File: config.mk
export PLATFORM = sky130hd
export DESIGN_NAME = rscpt_cmp
export DESIGN_NICKNAME = d
export VERILOG_FILES = /design/src/design/rscpt_pkg.sv /design/src/design/rscpt_cmp.sv
export SDC_FILE = /design/constraint.sdc
export NUM_CORES = 1
export LEC_CHECK = 0
export BUFFER_PORTS_ARGS = -buffer_cell sky130_fd_sc_hd__buf_2
export CORE_AREA = 2 2 118 120
export DETAILED_ROUTE_END_ITERATION = 8
export DIE_AREA = 0 0 120 122
export PLACE_DENSITY = 0.53
export SLEW_MARGIN = 20
export SYNTH_ARGS = -nofsm -noshare
export SYNTH_HDL_FRONTEND = slang
export SYNTH_SLANG_ARGS = --single-unit
File: constraint.sdc
create_clock -name vclk -period 2
set_input_delay 0.1 -clock vclk [all_inputs]
set_output_delay 0.1 -clock vclk [all_outputs]
set_load 0.1 [all_outputs]
File: src/design/rscpt_pkg.sv
// ----------------------------------------------------------------------------
// rscpt_pkg
// Shared types and constants for the reference-counted shared page table:
// table geometry, operation and status codes, and the stored entry layout.
// ----------------------------------------------------------------------------
package rscpt_pkg;

    // Table geometry and field widths.
    localparam int ENTRIES   = 64;
    localparam int IDXW      = $clog2(ENTRIES);
    localparam int WORDW     = 32;
    localparam int FRAMEW    = 44;
    localparam int CNTW      = 16;
    localparam int OPW       = 2;
    localparam int STATW     = 3;
    localparam int IN_DATAW  = 144;
    localparam int OUT_DATAW = 48;

    localparam logic [CNTW-1:0] COUNT_MAX = '1;

    typedef logic [IDXW-1:0] t_idx;

    // Request operations.
    typedef enum logic [OPW-1:0] {
        OP_GET     = 2'd0,
        OP_MARK    = 2'd1,
        OP_QUERY   = 2'd2,
        OP_RELEASE = 2'd3
    } t_op;

    // Result status codes.
    typedef enum logic [STATW-1:0] {
        ST_HIT      = 3'd0,
        ST_NEW      = 3'd1,
        ST_FULL     = 3'd2,
        ST_NOFRAME  = 3'd3,
        ST_NOTFOUND = 3'd4,
        ST_DONE     = 3'd5,
        ST_HELD     = 3'd6,
        ST_FREED    = 3'd7
    } t_status;

    // Sequencer states.
    typedef enum logic [1:0] {
        S_IDLE = 2'd0,
        S_SCAN = 2'd1,
        S_EXEC = 2'd2
    } t_state;

    // Page key of a request.
    typedef struct packed {
        logic [WORDW-1:0] dev;
        logic [WORDW-1:0] inode;
        logic [WORDW-1:0] offset;
    } t_key;

    // One stored table entry; the valid bit lives in flip-flops outside.
    typedef struct packed {
        t_key              key;
        logic [FRAMEW-1:0] frame;
        logic [CNTW-1:0]   count;
        logic              ready;
    } t_entry;

    // Outcome of comparing one entry against the pending request.
    typedef struct packed {
        logic key_hit;
        logic frame_hit;
        logic is_free;
    } t_cmp_res;

endpackage

File: src/design/rscpt_cmp.sv
// ----------------------------------------------------------------------------
// rscpt_cmp
// Shared compare unit: checks one entry against the pending key and frame.
// ----------------------------------------------------------------------------
module rscpt_cmp
    import rscpt_pkg::*;
(
    input  t_entry            i_entry,
    input  logic              i_valid,
    input  t_key              i_key,
    input  logic [FRAMEW-1:0] i_frame,
    output t_cmp_res          o_res
);

    // A frame of zero never matches any entry.
    assign o_res.key_hit   = i_valid && (i_entry.key == i_key);
    assign o_res.frame_hit = i_valid && (i_frame != '0) && (i_entry.frame == i_frame);
    assign o_res.is_free   = !i_valid;

endmodule

; ---- Word-level counts from Yosys, hierarchy flattened
; Index checks and enable logic that the tools add are counted.
[word_totals]
out_inout_bits = 3
elab_cells = 7
ff_bits = 0
[op_classes]
n_eq_ne = 2
n_reduce_logical = 5
[op_table]
columns = cell, count
row1 = 96-bit == test, 1
row2 = 44-bit == test, 1
row3 = 44-bit nonzero test, 1
row4 = 1-bit logical AND, 3
row5 = 1-bit logical NOT, 1

; ---- Depth between registers and ports, before layout
; Gate-level depths: netlist of the first run.
[depth]
depth_word = 3
mapped_depth = 5
depth_no_buf = 5

; ---- Least setup slack after synthesis of the first run
; OpenSTA, ideal clock, no wires.
[synth_timing]
path_kind = input to output
from = input port i_valid
to = output port o_res[2] in the netlist's numbering
cell_stages = 5
t_required_ns = 1.900
setup_slack_ns = -0.853
path_buffers = 0
arrival_time_ns = 2.753
path_cell_list = inv_1 > a21oi_1 > nor4b_1 > nand4_1 > nor4_2
[synth_lines]
columns = element, line_no
row1 = "start, declared", rscpt_cmp.sv:9  ; input logic i_valid,
row2 = "end, declared", rscpt_cmp.sv:12  ; output t_cmp_res o_res

==> results.json, run 1 <==
{
  "status": "finished, final reports clean",
  "switching_power_uw": 289.7,
  "gp_congestion": 0.9238,
  "routed_wl_um": 9621,
  "die_y_um": 122,
  "layout_min_cycle_time_ns": 1.875,
  "syn_inst": 240,
  "maxSlewViolCount": 0,
  "dpl_worst_slack_ns": 0.05482,
  "timing.final.crit_share_pct": 93.75,
  "fill_cells": 1554,
  "drc_errors": 0,
  "first_pass_iters": 4,
  "area_growth_pct": 94.19,
  "timing.final.hold_violations": 0,
  "grt_pass1_wl_um": 13330,
  "ioPinCount": 301,
  "crit_path_max_fanout": 2,
  "final_area_um2": 3472,
  "worst_setup_path_end_kind": "output port",
  "max_stage_delay_ns": 0.43,
  "yosysTopAreaCell": "xnor2_1",
  "worst_setup_path_start_kind": "input port",
  "combPwrFrac_pct": 100.0,
  "ant_nets": 0,
  "post_dp_cell_area_um2": 3463,
  "synth_area_leaders": "xnor2_1 42%, xor2_1 12%, nand4_1 9.1%",
  "io_buffers": 284,
  "finalSetupTns_ns": 0,
  "cp_data_required_time_ns": 1.90,
  "seq_cells": 0,
  "drt_iter0_drc": 84,
  "synth_fp_nets": 538,
  "postCtsHoldBufs": 0,
  "ff_latch_area_um2": 0,
  "die_w_um": 120,
  "path_class": "in -> out",
  "die_area_um2": 14640,
  "final_common_cell": "buf_2",
  "grt_overflow": 0,
  "hold_path_class": "in -> out",
  "synth_seq_area_share_pct": 0,
  "leakagePower_nw": 1.655,
  "switching_share_pct": 43.45,
  "final_util_pct": 25.71,
  "grt_pass1_vias": 2629,
  "power.density_nw_per_um2": 192.0,
  "wl_per_cell_um": 13.65,
  "hold_path_depth": 3,
  "core_um2": 13500,
  "vdd_drop_max_v": 0.00004663,
  "p_seq_share_pct": 0,
  "multi_input_area_um2": 1725,
  "grt_usage_pct": 11.57,
  "antenna_found_initial": 1,
  "nClkBuffers": 0,
  "rsz0062_at_grt": "false",
  "arrival_ns": 1.77,
  "final_cell_mix": "283 x buf_2, 85 x xnor2_1, 26 x nand4_1",
  "start_util_pct": 13.24,
  "cpMaxStageDelayCell": "a2111o_1",
  "vias": 2751,
  "p_int_uw": 377.0,
  "grt_max_degree": 4,
  "finalSetupViolCount": 0,
  "netlist_area_um2": 1788,
  "whs_endpoint": "o_res[0]",
  "yosysWarnings": 0,
  "final_nets": 824,
  "drive_gt1_share_pct": 55.92,
  "holdCritStartpoint": "i_valid",
  "clkPwrFrac_pct": 0,
  "whs_ns": 0.6424,
  "synth.distinct_cells": 29,
  "tightest_slew_ns": 0.4978,
  "viasPerCell": 3.902,
  "avgSynthCellArea_um2": 7.450,
  "hpwl_um": 9186,
  "cts_setup_buffers": 0,
  "synth_top_cell_area_share_pct": 41.64,
  "rows": 43,
  "fmax_mhz": 533.4,
  "slew_headroom_pct": 67.04,
  "setup_slack_ns": 0.1251,
  "drv_cap": 0,
  "path_cells": "buf_2 > nor2b_4 > a2111o_1 > nor4_2 > nand4_1 > nor4_4 > buf_12"
}
-- repair_timing --
action / 4_1_cts / 5_1_grt
resized for setup: 0 / 1
setup endpoints to repair: 0 / 1
endpoints found under the hold margin: 0 / 0
-- power groups by stage --
stage	logic (mW)	registers [mW]	clock network [mW]
6_report	0.667	0	0.0000000668
3_5_place_dp	0.664	0	0
3_3_place_gp	0.662	0	0
2_1_floorplan	0.272	0	0
4_1_cts	0.668	0	0
5_1_grt	0.729	0	0
-- layout make-up --
cell class | count | share of cell area [%]
timing repair buffer | 284 | 41.37
multi-input combinational | 218 | 49.69
antenna | 1 | 0.07207
tap | 180 | 6.486
inverter | 22 | 2.378
-- cells by family after synthesis --
logic type / count (synthesis) / synth area share (%)
xor gates and xnor gates: 109 / 53.39
and+or+nand+nor: 86 / 31.63
AOI/OAI and AO/OA: 23 / 10.36
buffers and inverters: 22 / 4.619
-- worst max path at each step --
stage | from | to | slack [ns] | cells after the start
floorplan | i_valid | o_res[2] | -0.24 | 5
global placement | i_entry[106] | o_res[2] | 0.06 | 7
detailed placement | i_entry[106] | o_res[2] | 0.05 | 7
CTS | i_entry[106] | o_res[2] | 0.04 | 7
global route | i_entry[106] | o_res[2] | 0.05 | 7
finish | i_entry[106] | o_res[2] | 0.13 | 7
-- layer usage --
layer,share of wire [%],global-route usage [%],vias up
met3,6.1,0.7959,2
li1,-,-,1441
met1,46,17.15,1203
met2,48,19.14,105
met4,0.28,0.5882,0
met5,0,0,-
-- cells in the mapped netlist, types with 3 or more instances --
cell,instances
o22ai_1,4
nand3_1,4
nor3_1,3
nor2b_1,3
o2111ai_1,7
nand4_1,26
nand2b_1,21
inv_1,17
nor4_1,20
xnor2_1,85
clkinv_1,3
xor2_1,24
-- through the flow --
stage	std cells	total power, mW
floorplan	240	0.2719
global placement	704	0.6625
detailed placement	704	0.6642
CTS	704	0.6683
global route	704	0.7291
finish	705	0.6666
-- critical path, delay by kind of cell --
kind	cells	cell delay (ns)
AO/OA/AOI/OAI	1	0.43
buffers and inverters	2	0.31
AND/OR/NAND/NOR	4	0.92
No activity file was read; power rests on OpenSTA's default activity.
==> run 2: changes to the inputs <==
- PLACE_DENSITY: 0.53 -> unset
- REMOVE_ABC_BUFFERS: unset -> 1
==> run 2 against run 1 <==
- power up 0.25%
- non-clock buffer count is 1 higher
- worst setup slack improved by 0.016 ns
- cell count up 0.28%
- design area up 0.86%
- via count is 0.33% lower
- maximum frequency grew 0.88%
- combinational power hardly changed
- core utilization rose by 0.22 points
- clock-buffer cell count unchanged
- routed wire length grew 2.4%
- die area did not move
- largest power group unchanged
==> results.json, run 2 (synthesis gave the netlist of run 1 again) <==
{
  "hpwl_um": 9432,
  "antenna_found_initial": 3,
  "worst_setup_path_end_kind": "output port",
  "fin_cells": 707,
  "timing.final.crit_share_pct": 92.93,
  "maxSlewViolCount": 0,
  "place_inst": 705,
  "vias": 2742,
  "nClkBuffers": 0,
  "leakagePower_nw": 1.665,
  "grt_pass1_vias": 2704,
  "drive_gt1_share_pct": 56.19,
  "drt_iter0_drc": 61,
  "whs_endpoint": "o_res[0]",
  "routed_wl_um": 9852,
  "seq_cells": 0,
  "rows": 43,
  "path_class": "in -> out",
  "ff_latch_area_um2": 0,
  "crit_path_max_fanout": 1,
  "arrival_ns": 1.76,
  "final_common_cell": "buf_2",
  "die_w_um": 120,
  "finalSetupViolCount": 0,
  "hold_path_class": "in -> out",
  "core_um2": 13500,
  "layout_min_cycle_time_ns": 1.859,
  "grt_overflow": 0,
  "ant_nets": 0,
  "io_buffers": 284,
  "area_growth_pct": 95.87,
  "tightest_slew_ns": 0.5487,
  "final_cell_mix": "282 x buf_2, 85 x xnor2_1, 26 x nand4_1",
  "worst_setup_path_start_kind": "input port",
  "grt_pass1_wl_um": 13900,
  "drv_cap": 0,
  "fmax_mhz": 538.0,
  "status": "finished, final reports clean",
  "viasPerCell": 3.878,
  "hold_path_depth": 3,
  "power.density_nw_per_um2": 190.8,
  "cts_setup_buffers": 0,
  "postCtsHoldBufs": 0,
  "final_nets": 825,
  "whs_ns": 0.6582,
  "wl_per_cell_um": 13.93,
  "gp_congestion": 0.9428,
  "die_area_um2": 14640,
  "rsz0062_at_grt": "false",
  "crit_path_start": "i_key[15]",
  "holdCritStartpoint": "i_valid",
  "drc_errors": 0,
  "first_pass_iters": 4,
  "final_util_pct": 25.93,
  "timing.final.hold_violations": 0,
  "grt_usage_pct": 12.25,
  "start_util_pct": 13.24,
  "vdd_drop_max_v": 0.00005857,
  "slew_headroom_pct": 63.08,
  "ioPinCount": 301,
  "grt_max_degree": 4,
  "cp_data_required_time_ns": 1.90,
  "die_y_um": 122
}
[run 2: cell count changes in the layout (fill, tap and decap cells not counted), sizes merged]
cell	before	now
buf	284	285
diode	1	2
[run 2: area by class of cell]
cell class / instances / area [um^2]
repair buffers: 285 / 1459
inverters: 22 / 82.58
multi-input cells: 218 / 1730
well taps: 180 / 225.2
fillers: 1532 / 10000
diodes: 2 / 5.005
[run 2: through the flow]
stage	worst slack, ns	setup TNS [ns]	cell area, um^2	total power, mW
detailed placement	-0.08243	-0.08243	3472	0.6676
global route	0.01184	0	3502	0.7392
global placement	0.001754	0	3472	0.6659
finish	0.1414	0	3502	0.6683
floorplan	-0.8530	-1.694	1788	0.2719
CTS	0.04481	0	3487	0.6727
[run 2: power by group]
part / switching [mW] / total [mW] / internal [mW] / leakage, nW
sequential: 0 / 0 / 0 / 0
combinational: 0.289 / 0.668 / 0.379 / 1.67
clock: 0 / 0.000000134 / 0.000000134 / 0.0000127
[run 2: worst max path at each step]
stage / endpoint
finish: o_res[2]
CTS: o_res[2]
detailed placement: o_res[2]
global placement: o_res[2]
global route: o_res[2]
floorplan: o_res[2]
[run 2: what timing repair did]
item,CTS,global route
gates resized for setup,2,2
setup endpoints to repair,1,1
pin swaps,2,1
[run 2: metal layers]
metal  wire [um]  part of all wire, %  track usage [%]
met1        4391                   45            16.56
met2        4718                   48            21.16
met3         674                  6.8            1.919
met4          57                 0.58            1.324
met5          11                 0.11                0
[run 2: critical path, cell delays in order]
cell and delay [ns]:
buf_2 0.10, xor2_1 0.16, a221oi_2 0.17, nand3_1 0.14, or4_4 0.52, nor4_4 0.34, buf_12 0.21
